<file path="src/obrb_pkg.sv">
// Shared constants, codes and control structs of the overwriting byte ring buffer.
// No dependencies; every other file of the block but obrb_ram imports this package.
package obrb_pkg;

   localparam int DEPTH     = 256;
   localparam int MAX_BURST = 64;
   localparam int PTR_W     = $clog2(DEPTH);
   localparam int CNT_W     = $clog2(DEPTH + 1);
   localparam int LEN_W     = 7;
   localparam int BYTE_W    = 8;
   localparam int ACT_W     = 2;

   localparam logic [CNT_W-1:0] CAP_RESET = CNT_W'(DEPTH);

   typedef enum logic [ACT_W-1:0] {
      ACT_PUT  = 2'd0,
      ACT_GET  = 2'd1,
      ACT_HEAD = 2'd2,
      ACT_POKE = 2'd3
   } action_type;

   typedef enum logic [1:0] {
      ST_IDLE   = 2'b01,
      ST_STREAM = 2'b10
   } state_type;

   // controller to datapath
   typedef struct packed {
      logic accept;   // input item taken this cycle
      logic issue;    // read and present the next byte of a get
   } cmd_type;

   // datapath to controller
   typedef struct packed {
      logic slot_free;   // output register is free at this edge
      logic get_multi;   // offered item is a get that returns two or more bytes
      logic rem_last;    // one byte of the current get is left to read
   } status_type;

endpackage

</file>
<file path="src/obrb_if.sv">
// Valid/ready channel interfaces for request items and result items.
// Depends on obrb_pkg for field widths.
interface obrb_req_if import obrb_pkg::*; ();
   logic              valid;
   logic              ready;
   logic [ACT_W-1:0]  action;
   logic [BYTE_W-1:0] data_byte;
   logic [LEN_W-1:0]  max_len;
   logic [PTR_W-1:0]  position;

   modport source (output valid, action, data_byte, max_len, position, input ready);
   modport sink   (input valid, action, data_byte, max_len, position, output ready);
endinterface

interface obrb_rsp_if import obrb_pkg::*; ();
   logic              valid;
   logic              ready;
   logic [BYTE_W-1:0] byte_out;
   logic              byte_valid;
   logic              last;
   logic [LEN_W-1:0]  bytes_read;
   logic [CNT_W-1:0]  fill_count;
   logic              is_empty;
   logic              is_full;
   logic              overwrote;
   logic              bad_position;

   modport source (output valid, byte_out, byte_valid, last, bytes_read, fill_count,
                   is_empty, is_full, overwrote, bad_position, input ready);
   modport sink   (input valid, byte_out, byte_valid, last, bytes_read, fill_count,
                   is_empty, is_full, overwrote, bad_position, output ready);
endinterface

</file>
<file path="src/obrb_ram.sv">
// Generic simple dual-port RAM: one write port, one read port with registered data.
// No dependencies.
module obrb_ram #(
   parameter int WIDTH = 8,
   parameter int DEPTH = 256
) (
   input  logic                     clock,
   input  logic                     wr_en,
   input  logic [$clog2(DEPTH)-1:0] wr_addr,
   input  logic [WIDTH-1:0]         wr_data,
   input  logic                     rd_en,
   input  logic [$clog2(DEPTH)-1:0] rd_addr,
   output logic [WIDTH-1:0]         rd_data
);

   logic [WIDTH-1:0] mem_ff [DEPTH];
   logic [WIDTH-1:0] rd_data_ff;

   // write port
   always_ff @(posedge clock) begin
      if (wr_en) begin
         mem_ff[wr_addr] <= wr_data;
      end
   end

   // read port, data held until the next read
   always_ff @(posedge clock) begin
      if (rd_en) begin
         rd_data_ff <= mem_ff[rd_addr];
      end
   end

   assign rd_data = rd_data_ff;

endmodule

</file>
<file path="src/obrb_ctrl.sv">
// Controller: accepts items and sequences the byte stream of a get.
// Depends on obrb_pkg for the state encoding and the command/status structs.
module obrb_ctrl import obrb_pkg::*; (
   input  logic       clock,
   input  logic       reset,
   input  logic       req_valid,
   output logic       req_ready,
   input  status_type status,
   output cmd_type    cmd
);

   state_type state_ff;
   state_type state_in;

   // take an item only when idle and the output register frees up
   assign req_ready  = (state_ff == ST_IDLE) && status.slot_free;
   assign cmd.accept = req_valid && req_ready;
   assign cmd.issue  = (state_ff == ST_STREAM) && status.slot_free;

   // next state
   always_comb begin
      state_in = state_ff;
      case (state_ff)
         ST_IDLE: begin
            if (cmd.accept && status.get_multi) begin
               state_in = ST_STREAM;
            end
         end
         ST_STREAM: begin
            if (cmd.issue && status.rem_last) begin
               state_in = ST_IDLE;
            end
         end
         default: begin
            state_in = ST_IDLE;
         end
      endcase
   end

   always_ff @(posedge clock) begin
      if (reset) begin
         state_ff <= ST_IDLE;
      end else begin
         state_ff <= state_in;
      end
   end

   a_no_accept_in_stream: assert property (@(posedge clock) disable iff (reset)
      (state_ff == ST_STREAM) |-> !req_ready)
      else $error("item offered ready while a get is streaming");

   a_accept_issue_exclusive: assert property (@(posedge clock) disable iff (reset)
      !(cmd.accept && cmd.issue))
      else $error("accept and byte issue in the same cycle");

   a_stream_ends: assert property (@(posedge clock) disable iff (reset)
      (cmd.issue && status.rem_last) |=> (state_ff == ST_IDLE))
      else $error("stream did not end after its last byte");

endmodule

</file>
<file path="src/obrb_datapath.sv">
// Datapath: pointers, fill count, capacity register, byte store and result register.
// Depends on obrb_pkg and instantiates obrb_ram.
module obrb_datapath import obrb_pkg::*; (
   input  logic              clock,
   input  logic              reset,
   input  cmd_type           cmd,
   output status_type        status,
   input  logic [ACT_W-1:0]  req_action,
   input  logic [BYTE_W-1:0] req_data_byte,
   input  logic [LEN_W-1:0]  req_max_len,
   input  logic [PTR_W-1:0]  req_position,
   input  logic              rsp_ready,
   output logic              rsp_valid,
   output logic [BYTE_W-1:0] rsp_byte_out,
   output logic              rsp_byte_valid,
   output logic              rsp_last,
   output logic [LEN_W-1:0]  rsp_bytes_read,
   output logic [CNT_W-1:0]  rsp_fill_count,
   output logic              rsp_is_empty,
   output logic              rsp_is_full,
   output logic              rsp_overwrote,
   output logic              rsp_bad_position,
   input  logic              csr_we,
   input  logic [CNT_W-1:0]  csr_wdata
);

   // architectural state
   logic [CNT_W-1:0] cap_ff, cap_in;
   logic [PTR_W-1:0] wp_ff, wp_in;
   logic [PTR_W-1:0] rp_ff, rp_in;
   logic [CNT_W-1:0] cnt_ff, cnt_in;
   logic [LEN_W-1:0] rem_ff, rem_in;

   // result register
   logic             rsp_valid_ff, rsp_valid_in;
   logic             byte_valid_ff, byte_valid_in;
   logic             last_ff, last_in;
   logic [LEN_W-1:0] nread_ff, nread_in;
   logic [CNT_W-1:0] fill_ff, fill_in;
   logic             empty_ff, empty_in;
   logic             full_ff, full_in;
   logic             ovw_ff, ovw_in;
   logic             bad_ff, bad_in;

   // store port
   logic              ram_we;
   logic [PTR_W-1:0]  ram_waddr;
   logic              ram_re;
   logic [BYTE_W-1:0] ram_q;

   // decode and arithmetic
   action_type       act;
   logic [LEN_W-1:0] want;
   logic [CNT_W-1:0] want_w;
   logic [CNT_W-1:0] n_w;
   logic [LEN_W-1:0] n;
   logic [CNT_W-1:0] wp_inc, rp_inc;
   logic [PTR_W-1:0] wp_wrap, rp_wrap;
   logic [CNT_W-1:0] pos_w, wp_w;
   logic             pos_bad;
   logic [CNT_W-1:0] added;
   logic [CNT_W:0]   grown;
   logic             grown_over;
   logic             is_at_cap;
   logic [CNT_W-1:0] cap_clamped;
   logic             slot_free;

   assign act    = action_type'(req_action);
   assign want   = (req_max_len > LEN_W'(MAX_BURST)) ? LEN_W'(MAX_BURST) : req_max_len;
   assign want_w = CNT_W'(want);
   assign n_w    = (want_w > cnt_ff) ? cnt_ff : want_w;
   assign n      = n_w[LEN_W-1:0];

   // advance a pointer by one with wrap at capacity
   assign wp_inc  = CNT_W'(wp_ff) + CNT_W'(1);
   assign rp_inc  = CNT_W'(rp_ff) + CNT_W'(1);
   assign wp_wrap = (wp_inc >= cap_ff) ? '0 : wp_inc[PTR_W-1:0];
   assign rp_wrap = (rp_inc >= cap_ff) ? '0 : rp_inc[PTR_W-1:0];

   // head update distance; on overflow the buffer ends full, so read meets write
   assign pos_w      = CNT_W'(req_position);
   assign wp_w       = CNT_W'(wp_ff);
   assign pos_bad    = (pos_w >= cap_ff);
   assign added      = (pos_w > wp_w) ? (pos_w - wp_w) : (cap_ff - wp_w + pos_w);
   assign grown      = {1'b0, cnt_ff} + {1'b0, added};
   assign grown_over = (grown > {1'b0, cap_ff});
   assign is_at_cap  = (cnt_ff >= cap_ff);

   // clamp a written capacity into one to DEPTH
   assign cap_clamped = (csr_wdata == '0) ? CNT_W'(1) :
                        (csr_wdata > CNT_W'(DEPTH)) ? CNT_W'(DEPTH) : csr_wdata;

   assign slot_free = !rsp_valid_ff || rsp_ready;

   assign status.slot_free = slot_free;
   assign status.get_multi = (act == ACT_GET) && (n_w > CNT_W'(1));
   assign status.rem_last  = (rem_ff == LEN_W'(1));

   // next state of pointers, count and result register
   always_comb begin
      cap_in        = cap_ff;
      wp_in         = wp_ff;
      rp_in         = rp_ff;
      cnt_in        = cnt_ff;
      rem_in        = rem_ff;
      rsp_valid_in  = rsp_valid_ff && !rsp_ready;
      byte_valid_in = byte_valid_ff;
      last_in       = last_ff;
      nread_in      = nread_ff;
      fill_in       = fill_ff;
      empty_in      = empty_ff;
      full_in       = full_ff;
      ovw_in        = ovw_ff;
      bad_in        = bad_ff;
      ram_we        = 1'b0;
      ram_waddr     = wp_ff;
      ram_re        = 1'b0;

      if (csr_we) begin
         // new capacity empties the buffer
         cap_in = cap_clamped;
         wp_in  = '0;
         rp_in  = '0;
         cnt_in = '0;
      end else if (cmd.accept) begin
         byte_valid_in = 1'b0;
         last_in       = 1'b1;
         nread_in      = '0;
         ovw_in        = 1'b0;
         bad_in        = 1'b0;
         case (act)
            ACT_PUT: begin
               ram_we = 1'b1;
               wp_in  = wp_wrap;
               if (is_at_cap) begin
                  // drop the oldest byte
                  rp_in  = rp_wrap;
                  cnt_in = cap_ff;
                  ovw_in = 1'b1;
               end else begin
                  cnt_in = cnt_ff + CNT_W'(1);
               end
            end
            ACT_GET: begin
               cnt_in = cnt_ff - n_w;
               if (n != '0) begin
                  // read the first byte now
                  ram_re        = 1'b1;
                  rp_in         = rp_wrap;
                  rem_in        = n - LEN_W'(1);
                  byte_valid_in = 1'b1;
                  last_in       = (n == LEN_W'(1));
                  nread_in      = n;
               end
            end
            ACT_HEAD: begin
               bad_in = pos_bad;
               if (!pos_bad && (req_position != wp_ff)) begin
                  wp_in = req_position;
                  if (grown_over) begin
                     rp_in  = req_position;
                     cnt_in = cap_ff;
                     ovw_in = 1'b1;
                  end else begin
                     cnt_in = grown[CNT_W-1:0];
                  end
               end
            end
            ACT_POKE: begin
               bad_in    = pos_bad;
               ram_we    = !pos_bad;
               ram_waddr = req_position;
            end
            default: begin
               bad_in = 1'b0;
            end
         endcase
         rsp_valid_in = 1'b1;
         fill_in      = cnt_in;
         empty_in     = (cnt_in == '0);
         full_in      = (cnt_in == cap_ff);
      end else if (cmd.issue) begin
         // stream the next byte; status fields hold
         ram_re       = 1'b1;
         rp_in        = rp_wrap;
         rem_in       = rem_ff - LEN_W'(1);
         rsp_valid_in = 1'b1;
         last_in      = (rem_ff == LEN_W'(1));
      end
   end

   always_ff @(posedge clock) begin
      if (reset) begin
         cap_ff       <= CAP_RESET;
         wp_ff        <= '0;
         rp_ff        <= '0;
         cnt_ff       <= '0;
         rem_ff       <= '0;
         rsp_valid_ff <= 1'b0;
      end else begin
         cap_ff       <= cap_in;
         wp_ff        <= wp_in;
         rp_ff        <= rp_in;
         cnt_ff       <= cnt_in;
         rem_ff       <= rem_in;
         rsp_valid_ff <= rsp_valid_in;
      end
   end

   always_ff @(posedge clock) begin
      byte_valid_ff <= byte_valid_in;
      last_ff       <= last_in;
      nread_ff      <= nread_in;
      fill_ff       <= fill_in;
      empty_ff      <= empty_in;
      full_ff       <= full_in;
      ovw_ff        <= ovw_in;
      bad_ff        <= bad_in;
   end

   obrb_ram #(
      .WIDTH (BYTE_W),
      .DEPTH (DEPTH)
   ) u_store (
      .clock   (clock),
      .wr_en   (ram_we),
      .wr_addr (ram_waddr),
      .wr_data (req_data_byte),
      .rd_en   (ram_re),
      .rd_addr (rp_ff),
      .rd_data (ram_q)
   );

   assign rsp_valid        = rsp_valid_ff;
   assign rsp_byte_out     = byte_valid_ff ? ram_q : '0;
   assign rsp_byte_valid   = byte_valid_ff;
   assign rsp_last         = last_ff;
   assign rsp_bytes_read   = nread_ff;
   assign rsp_fill_count   = fill_ff;
   assign rsp_is_empty     = empty_ff;
   assign rsp_is_full      = full_ff;
   assign rsp_overwrote    = ovw_ff;
   assign rsp_bad_position = bad_ff;

   // read pointer plus count, wrapped, lands on the write pointer between items
   logic [CNT_W:0] inv_sum;
   logic [CNT_W:0] inv_pos;
   assign inv_sum = (CNT_W + 1)'(rp_ff) + {1'b0, cnt_ff};
   assign inv_pos = (inv_sum >= {1'b0, cap_ff}) ? (inv_sum - {1'b0, cap_ff}) : inv_sum;

   a_count_in_range: assert property (@(posedge clock) disable iff (reset)
      cnt_ff <= cap_ff)
      else $error("fill count above capacity");

   a_ptrs_in_range: assert property (@(posedge clock) disable iff (reset)
      (wp_w < cap_ff) && (CNT_W'(rp_ff) < cap_ff))
      else $error("pointer not below capacity");

   a_ring_consistent: assert property (@(posedge clock) disable iff (reset)
      (rem_ff == '0) |-> (inv_pos == (CNT_W + 1)'(wp_ff)))
      else $error("read pointer, count and write pointer disagree");

   a_issue_has_bytes: assert property (@(posedge clock) disable iff (reset)
      cmd.issue |-> (rem_ff != '0))
      else $error("byte issued with none left");

endmodule

</file>
<file path="src/overwriting_byte_ring_buffer_core.sv">
// Top level of the overwriting byte ring buffer: controller plus datapath.
// Depends on obrb_pkg, obrb_if, obrb_ctrl and obrb_datapath.
//
//   port     dir   handshake        carries
//   req_ch   in    valid/ready      action, data_byte, max_len, position
//   rsp_ch   out   valid/ready      byte_out, status and flags per result
//   csr_*    in    csr_we (write)   capacity, 9 bits
//
// Put, head update and byte write are done when taken; the result is registered
// into the output register. A get of n bytes gives n results at one a cycle while
// the result channel does not stall.
// The next item is taken once the last result of the previous one is leaving.
// Reset sets capacity to 256 and empties the buffer; the store is not cleared.
// A stalled result stream holds its byte and the read pointer.
module overwriting_byte_ring_buffer_core import obrb_pkg::*; (
   input  logic             clock,
   input  logic             reset,
   obrb_req_if.sink         req_ch,
   obrb_rsp_if.source       rsp_ch,
   input  logic             csr_we,
   input  logic [CNT_W-1:0] csr_wdata
);

   cmd_type    cmd;
   status_type status;

   obrb_ctrl u_ctrl (
      .clock     (clock),
      .reset     (reset),
      .req_valid (req_ch.valid),
      .req_ready (req_ch.ready),
      .status    (status),
      .cmd       (cmd)
   );

   obrb_datapath u_datapath (
      .clock            (clock),
      .reset            (reset),
      .cmd              (cmd),
      .status           (status),
      .req_action       (req_ch.action),
      .req_data_byte    (req_ch.data_byte),
      .req_max_len      (req_ch.max_len),
      .req_position     (req_ch.position),
      .rsp_ready        (rsp_ch.ready),
      .rsp_valid        (rsp_ch.valid),
      .rsp_byte_out     (rsp_ch.byte_out),
      .rsp_byte_valid   (rsp_ch.byte_valid),
      .rsp_last         (rsp_ch.last),
      .rsp_bytes_read   (rsp_ch.bytes_read),
      .rsp_fill_count   (rsp_ch.fill_count),
      .rsp_is_empty     (rsp_ch.is_empty),
      .rsp_is_full      (rsp_ch.is_full),
      .rsp_overwrote    (rsp_ch.overwrote),
      .rsp_bad_position (rsp_ch.bad_position),
      .csr_we           (csr_we),
      .csr_wdata        (csr_wdata)
   );

endmodule
</file>
<file path="src/flat_wrapper.sv">
// flat-port wrapper written by rule: the top's interface ports become plain ports
module overwriting_byte_ring_buffer_core_flat import obrb_pkg::*;
  (clock, reset, csr_we, csr_wdata, req_ch_valid, req_ch_action, req_ch_data_byte, req_ch_max_len, req_ch_position, req_ch_ready, rsp_ch_valid, rsp_ch_byte_out, rsp_ch_byte_valid, rsp_ch_last, rsp_ch_bytes_read, rsp_ch_fill_count, rsp_ch_is_empty, rsp_ch_is_full, rsp_ch_overwrote, rsp_ch_bad_position, rsp_ch_ready);
  obrb_req_if req_ch_i ();
  obrb_rsp_if rsp_ch_i ();
  input  logic clock;
  input  logic reset;
  input  logic csr_we;
  input  logic [CNT_W-1:0] csr_wdata;
  input wire logic [$bits(req_ch_i.valid)-1:0] req_ch_valid;
  input wire logic [$bits(req_ch_i.action)-1:0] req_ch_action;
  input wire logic [$bits(req_ch_i.data_byte)-1:0] req_ch_data_byte;
  input wire logic [$bits(req_ch_i.max_len)-1:0] req_ch_max_len;
  input wire logic [$bits(req_ch_i.position)-1:0] req_ch_position;
  output wire logic [$bits(req_ch_i.ready)-1:0] req_ch_ready;
  output wire logic [$bits(rsp_ch_i.valid)-1:0] rsp_ch_valid;
  output wire logic [$bits(rsp_ch_i.byte_out)-1:0] rsp_ch_byte_out;
  output wire logic [$bits(rsp_ch_i.byte_valid)-1:0] rsp_ch_byte_valid;
  output wire logic [$bits(rsp_ch_i.last)-1:0] rsp_ch_last;
  output wire logic [$bits(rsp_ch_i.bytes_read)-1:0] rsp_ch_bytes_read;
  output wire logic [$bits(rsp_ch_i.fill_count)-1:0] rsp_ch_fill_count;
  output wire logic [$bits(rsp_ch_i.is_empty)-1:0] rsp_ch_is_empty;
  output wire logic [$bits(rsp_ch_i.is_full)-1:0] rsp_ch_is_full;
  output wire logic [$bits(rsp_ch_i.overwrote)-1:0] rsp_ch_overwrote;
  output wire logic [$bits(rsp_ch_i.bad_position)-1:0] rsp_ch_bad_position;
  input wire logic [$bits(rsp_ch_i.ready)-1:0] rsp_ch_ready;
  assign req_ch_i.valid = req_ch_valid;
  assign req_ch_i.action = req_ch_action;
  assign req_ch_i.data_byte = req_ch_data_byte;
  assign req_ch_i.max_len = req_ch_max_len;
  assign req_ch_i.position = req_ch_position;
  assign req_ch_ready = req_ch_i.ready;
  assign rsp_ch_valid = rsp_ch_i.valid;
  assign rsp_ch_byte_out = rsp_ch_i.byte_out;
  assign rsp_ch_byte_valid = rsp_ch_i.byte_valid;
  assign rsp_ch_last = rsp_ch_i.last;
  assign rsp_ch_bytes_read = rsp_ch_i.bytes_read;
  assign rsp_ch_fill_count = rsp_ch_i.fill_count;
  assign rsp_ch_is_empty = rsp_ch_i.is_empty;
  assign rsp_ch_is_full = rsp_ch_i.is_full;
  assign rsp_ch_overwrote = rsp_ch_i.overwrote;
  assign rsp_ch_bad_position = rsp_ch_i.bad_position;
  assign rsp_ch_i.ready = rsp_ch_ready;
  overwriting_byte_ring_buffer_core u_core (.clock(clock), .reset(reset), .req_ch(req_ch_i), .rsp_ch(rsp_ch_i), .csr_we(csr_we), .csr_wdata(csr_wdata));
endmodule
</file>
<file path="config.mk">
export PLATFORM = sky130hd
export DESIGN_NAME = overwriting_byte_ring_buffer_core_flat
export DESIGN_NICKNAME = d
export VERILOG_FILES = /design/src/obrb_pkg.sv /design/src/obrb_if.sv /design/src/obrb_ram.sv /design/src/obrb_ctrl.sv /design/src/obrb_datapath.sv /design/src/overwriting_byte_ring_buffer_core.sv /design/src/flat_wrapper.sv
export SDC_FILE = /design/constraint.sdc
export NUM_CORES = 2
export LEC_CHECK = 0
export BUFFER_PORTS_ARGS = -buffer_cell sky130_fd_sc_hd__buf_4
export CORE_UTILIZATION = 40
export DETAILED_ROUTE_END_ITERATION = 7
export HOLD_SLACK_MARGIN = 0.06
export PLACE_DENSITY = 0.51
export SYNTH_ARGS = -nofsm -noshare
export SYNTH_HDL_FRONTEND = slang
export SYNTH_SLANG_ARGS = --single-unit
</file>
<file path="constraint.sdc">
create_clock -name clock -period 10.05 [get_ports clock]
set_clock_uncertainty 0.05 [all_clocks]
set_input_delay 2.01 -clock clock [delete_from_list [all_inputs] [get_ports clock]]
set_output_delay 2.01 -clock clock [all_outputs]
set_load 0.1 [all_outputs]
</file>
==> results.md <==
Outcome:
- The run finished, with violations left.
- The checks that failed: capacitance limit, slew limit.

CTS:
- The CTS H-tree depth is 4.
- The total clock buffers created by CTS is 221.
- The number of gates resized after cts is 0.
- TritonCTS built the clock tree.
- The hold buffer count at cts is 0.
- Post-CTS timing repair inserted 0 buffers for setup.
- The cell sitting at the root of the clock tree is a clkbuf_16.
- The clock sink count is 2122.
- The clock input transition at the sequential cells of the worst setup and hold paths is 0.07 ns.
- Clock latency on the worst-skew pair, taken at its later pin, is 0.89 ns.
- In this run the deepest clock path goes through 3 buffers.

Timing:
- Measured against its own limit, the worst slew margin works out to -0.3325%.
- Setup repair after global routing left no endpoint under its margin.
- The post-layout worst setup margin is 2.425 ns.
- The period utilization is 75.87%.
- The final-report max-slew violation count was 10.
- The worst path needs 7.625 ns of the cycle, external delays included.
- The final hold violation count is 0.
- Setup violations remaining at the end of the flow were counted as 0.
- The highest attainable clock frequency is 131.1 MHz.
- For the pin with the worst max-slew slack, the measured transition is 1.501 ns.
- The final total negative setup slack is 0 ns.

Place:
- The post-placement setup slack is 1.552 ns.
- The standard cell area after detailed placement is 0.09020 mm².
- The half-perimeter wire length after placement is 134600 µm.
- Port buffering added 70 buffers.
- The final weighted congestion of routability-driven global placement is 0.8424.

Cells and area:
- The net total in the final layout is 4439.
- Leaving out fill and tap cells, the most frequent cell in the layout is edfxtp_1.
- Leaving out fill and tap cells, the most frequent cells in the layout are edfxtp_1, mux4_2, nor2_1.
- The fraction of layout cells with a size suffix above 1 is 25.89%.
- With fillers left out, the area of the finished cells amounts to 0.09720 mm².
- The count of filler cells inserted in the layout is 18034.
- The area growth from synthesis to layout is 12.69%.

Critical path:
- Data on the critical path arrives at its endpoint at 8.29 ns.
- For this design, the slowest cell found on the critical path is o22ai_1.
- The origin of the critical flop-to-flop path is u_core.u_datapath.wp_ff[1].
- The stage delay of the slowest cell on the critical path is 0.67 ns.
- Along the worst path, the maximum fanout reaches 12.
- The endpoint of the worst register-to-register path is u_core.u_datapath.rsp_is_full.
- The critical path startpoint category is a primary input.
- Measured in cells, the most critical reg-to-reg path has a length of 29.
- By instance count, the cell type seen most on the critical path is o21ai_0.
- The worst register-to-register path has a setup slack of 2.93 ns.
- The number of buffers and inverters on the critical path is 3.
- The required time at the endpoint of the critical path is 10.71 ns.
- The classification of the worst setup path is primary input to flip-flop.
- The worst setup path is captured at a flip-flop.
- Broken down by cell family, the worst path's largest delay share belongs to compound AO/OA/AOI/OAI gates.

Pwr:
- The areal power density over the cells is 194.3 mW/mm².
- Summed over all cells, the static leakage comes to 29.24 nW.
- Power comes to 18.88 mW.
- VDD sags by at most 0.1849 mV.

Synthesis:
- Synthesis produced a netlist with a net count of 4289.
- Among all flip-flop cells after synthesis, the most frequent one is edfxtp_1.
- Counting flops with a built-in enable in the synthesized netlist gives 2078.
- In the synthesized netlist, mux cells make up 18.11% of the area.
- Synthesis inferred 2122 register bits.
- The share of the synthesized area in compound gates (AO/OA/AOI/OAI) is 2.077%.
- After synthesis, the largest family of logic cells by area is multiplexers.
- The post-synthesis share of cell area spent on full adders, half adders and majority gates is 1.662%.
- The sequential area share after synthesis is 73.37%.
- Synthesis instantiated 71 different standard cells from the library.
- The simple logic cell fraction of the synthesized area is 2.935%.
- The post-synthesis area per instance is 20.82 µm².
- After synthesis the cells add up to 0.08625 mm².
- Of all flip-flops after synthesis, the portion carrying an async set or reset was 0%.
- Counting every instance in the synthesized netlist gives 4142.
- Of the total synthesized cell area, the portion taken by XOR and XNOR cells is 0.4570%.
- The total of warnings raised by yosys is 0.

Drt:
- The routed wire length is 223200 µm.
- The count of TritonRoute iterations in the first routing pass is 8.
- Using the TritonRoute via totals, the vias-per-cell ratio works out to 5.699.
- The final route contains 41691 vias.
- The first-iteration detailed-routing DRC count is 4350.
- The wire length per cell after detailed routing is 30.51 µm.
- The count of nets left with antenna violations once routing finished came out at 0.
- The number of design rule violations left after detail routing is 0.

GRT:
- The maximum number of pins on one net before global-route repair is 161.
- The number of antenna violations at the first check in global routing is 7.
- The combined global-route utilization of all metal layers is 20.55%.
- The global route total overflow is 0.
- The first global-routing pass estimated 319000 µm of wire.
- The via count of the first global-routing pass is 42256.

Run:
- The number of max-capacitance violations reported is 2.

Worst hold path:
- The worst hold path terminates at u_core.u_datapath.rem_ff[1].
- In this run the most critical hold path is launched from u_core.u_datapath.rem_ff[1].
- The cell count of the worst hold path is 2.
- In this run the worst hold path is classified as flip-flop to flip-flop.

Die:
- The floorplan step defined a die boundary enclosing 0.2175 mm².
- The die boundary width is 466.4 µm.
- The placeable core region is 0.2144 mm².
- The starting utilization of the core area is 40.23%.
- Row generation in the floorplan step produced 170 rows.
- The vertical die dimension is 466.4 µm.
- For this design the top-level I/O count stands at 71.
worst max path at each step:
stage | startpoint | endpoint | slack (ns) | cells after the start
final | req_ch_position[1] | u_core.u_datapath.rsp_is_full | 2.43 | 29
after global routing | req_ch_position[1] | u_core.u_datapath.rsp_is_full | 1.99 | 29
after CTS | req_ch_position[1] | u_core.u_datapath.rsp_is_full | 2.49 | 29
after detailed placement | req_ch_position[1] | u_core.u_datapath.rsp_is_full | 1.55 | 29
after global placement | req_ch_position[1] | u_core.u_datapath.rsp_is_full | 1.56 | 29
after floorplan | req_ch_position[1] | u_core.u_datapath.rsp_is_full | 2.23 | 28
routing by layer:
layer / global-route usage [%] / share of wire (%) / vias to the layer above
met2: 32.29 / 48 / 1115
met4: 4.090 / 1.6 / 2
met3: 2.835 / 4.7 / 271
li1: - / - / 17547
met5: 0 / 0.0058 / -
met1: 30.72 / 46 / 22756
cells in the mapped netlist, drive strengths merged (5+ instances only):
library cell  number  area [µm²]
edfxtp          2078       62400
mux4             680       15310
nor2             325        1220
clkbuf           151       566.8
nand2            111       416.7
ha                97        1214
buf               75       364.1
a21oi             71       355.3
inv               70       262.8
o21ai             57       285.3
dfxtp             44       880.8
nand3             42       210.2
xnor2             32       280.3
mux2i             27       270.3
nor2b             18       112.6
and2              16       100.1
o21a              16       120.1
a211oi            15       112.6
a21o              15       112.6
nor3              15       80.08
o22ai             15       93.84
xor2              13       113.9
fa                11       220.2
nand2b            11       68.82
nor4               9       56.30
o31ai              9       67.56
or2                9       56.30
nand4              7       43.79
o21bai             7       52.55
a31oi              6       37.54
or4                6       45.04
a221oi             5       43.79
a22oi              5       37.54
a31o               5       43.79
o211ai             5       37.54
logic make-up after synthesis:
group,after synthesis
flops,2122
mux,710
buf+inv,298
fa+ha+maj,108
compound gates,274
xor+xnor,45
simple gates,585
flip-flops by register name (all words and copies together), names as in the netlist:
signal and count:
u_core.u_datapath.wp_ff 8, u_core.u_datapath.rsp_last 1, u_core.u_datapath.cap_ff 9, u_core.u_datapath.rsp_overwrote 1
u_core.u_datapath.u_store.rd_data 8, u_core.u_datapath.cnt_ff 9, u_core.u_datapath.rsp_is_full 1, u_core.u_datapath.rsp_fill_count 9
u_core.u_ctrl.state_ff 2, u_core.u_datapath.rsp_bad_position 1, u_core.u_datapath.rsp_bytes_read 7, u_core.u_datapath.rsp_byte_valid 1
u_core.u_datapath.rp_ff 8, u_core.u_datapath.u_store.mem_ff 2048, u_core.u_datapath.rsp_valid 1, u_core.u_datapath.rsp_is_empty 1
u_core.u_datapath.rem_ff 7
worst register-to-register path: cells and delay by family, from the launching register on:
kind                       cells  cell delay [ns]
xor gates and xnor gates       1             0.13
muxes                          2             0.37
DFF                            1             0.58
buffers and inverters          3             0.57
adders and majority gates      3             0.93
and+or+nand+nor                6             1.31
AOI/OAI and AO/OA             14             3.00
power breakdown:
group / switching, mW / internal [mW]
clock: 3.52 / 4.43
sequential: 0.0312 / 9.73
combinational: 0.750 / 0.431
total: 4.30 / 14.6
layout make-up:
cell class	count	area, µm²	area share, %
clock inverters	122	1199	1.233
clock buffers	285	5792	5.959
inverters	72	270.3	0.2781
well taps	2838	3551	3.653
flip-flops and latches	2122	63300	65.13
multi-input cells	1722	21780	22.41
repair buffers	153	1296	1.334
diodes	1	2.502	0.002575
through the flow:
step                cells  hold slack [ns]  util (%)
CTS                  7314           0.4637     45.33
global placement     6907           0.4424     42.07
finish               7315           0.4558     45.33
detailed placement   6907           0.4544     42.07
floorplan            4142           0.4222         -
global route         7315           0.4991     45.33
No activity file was read; power rests on OpenSTA's default activity.
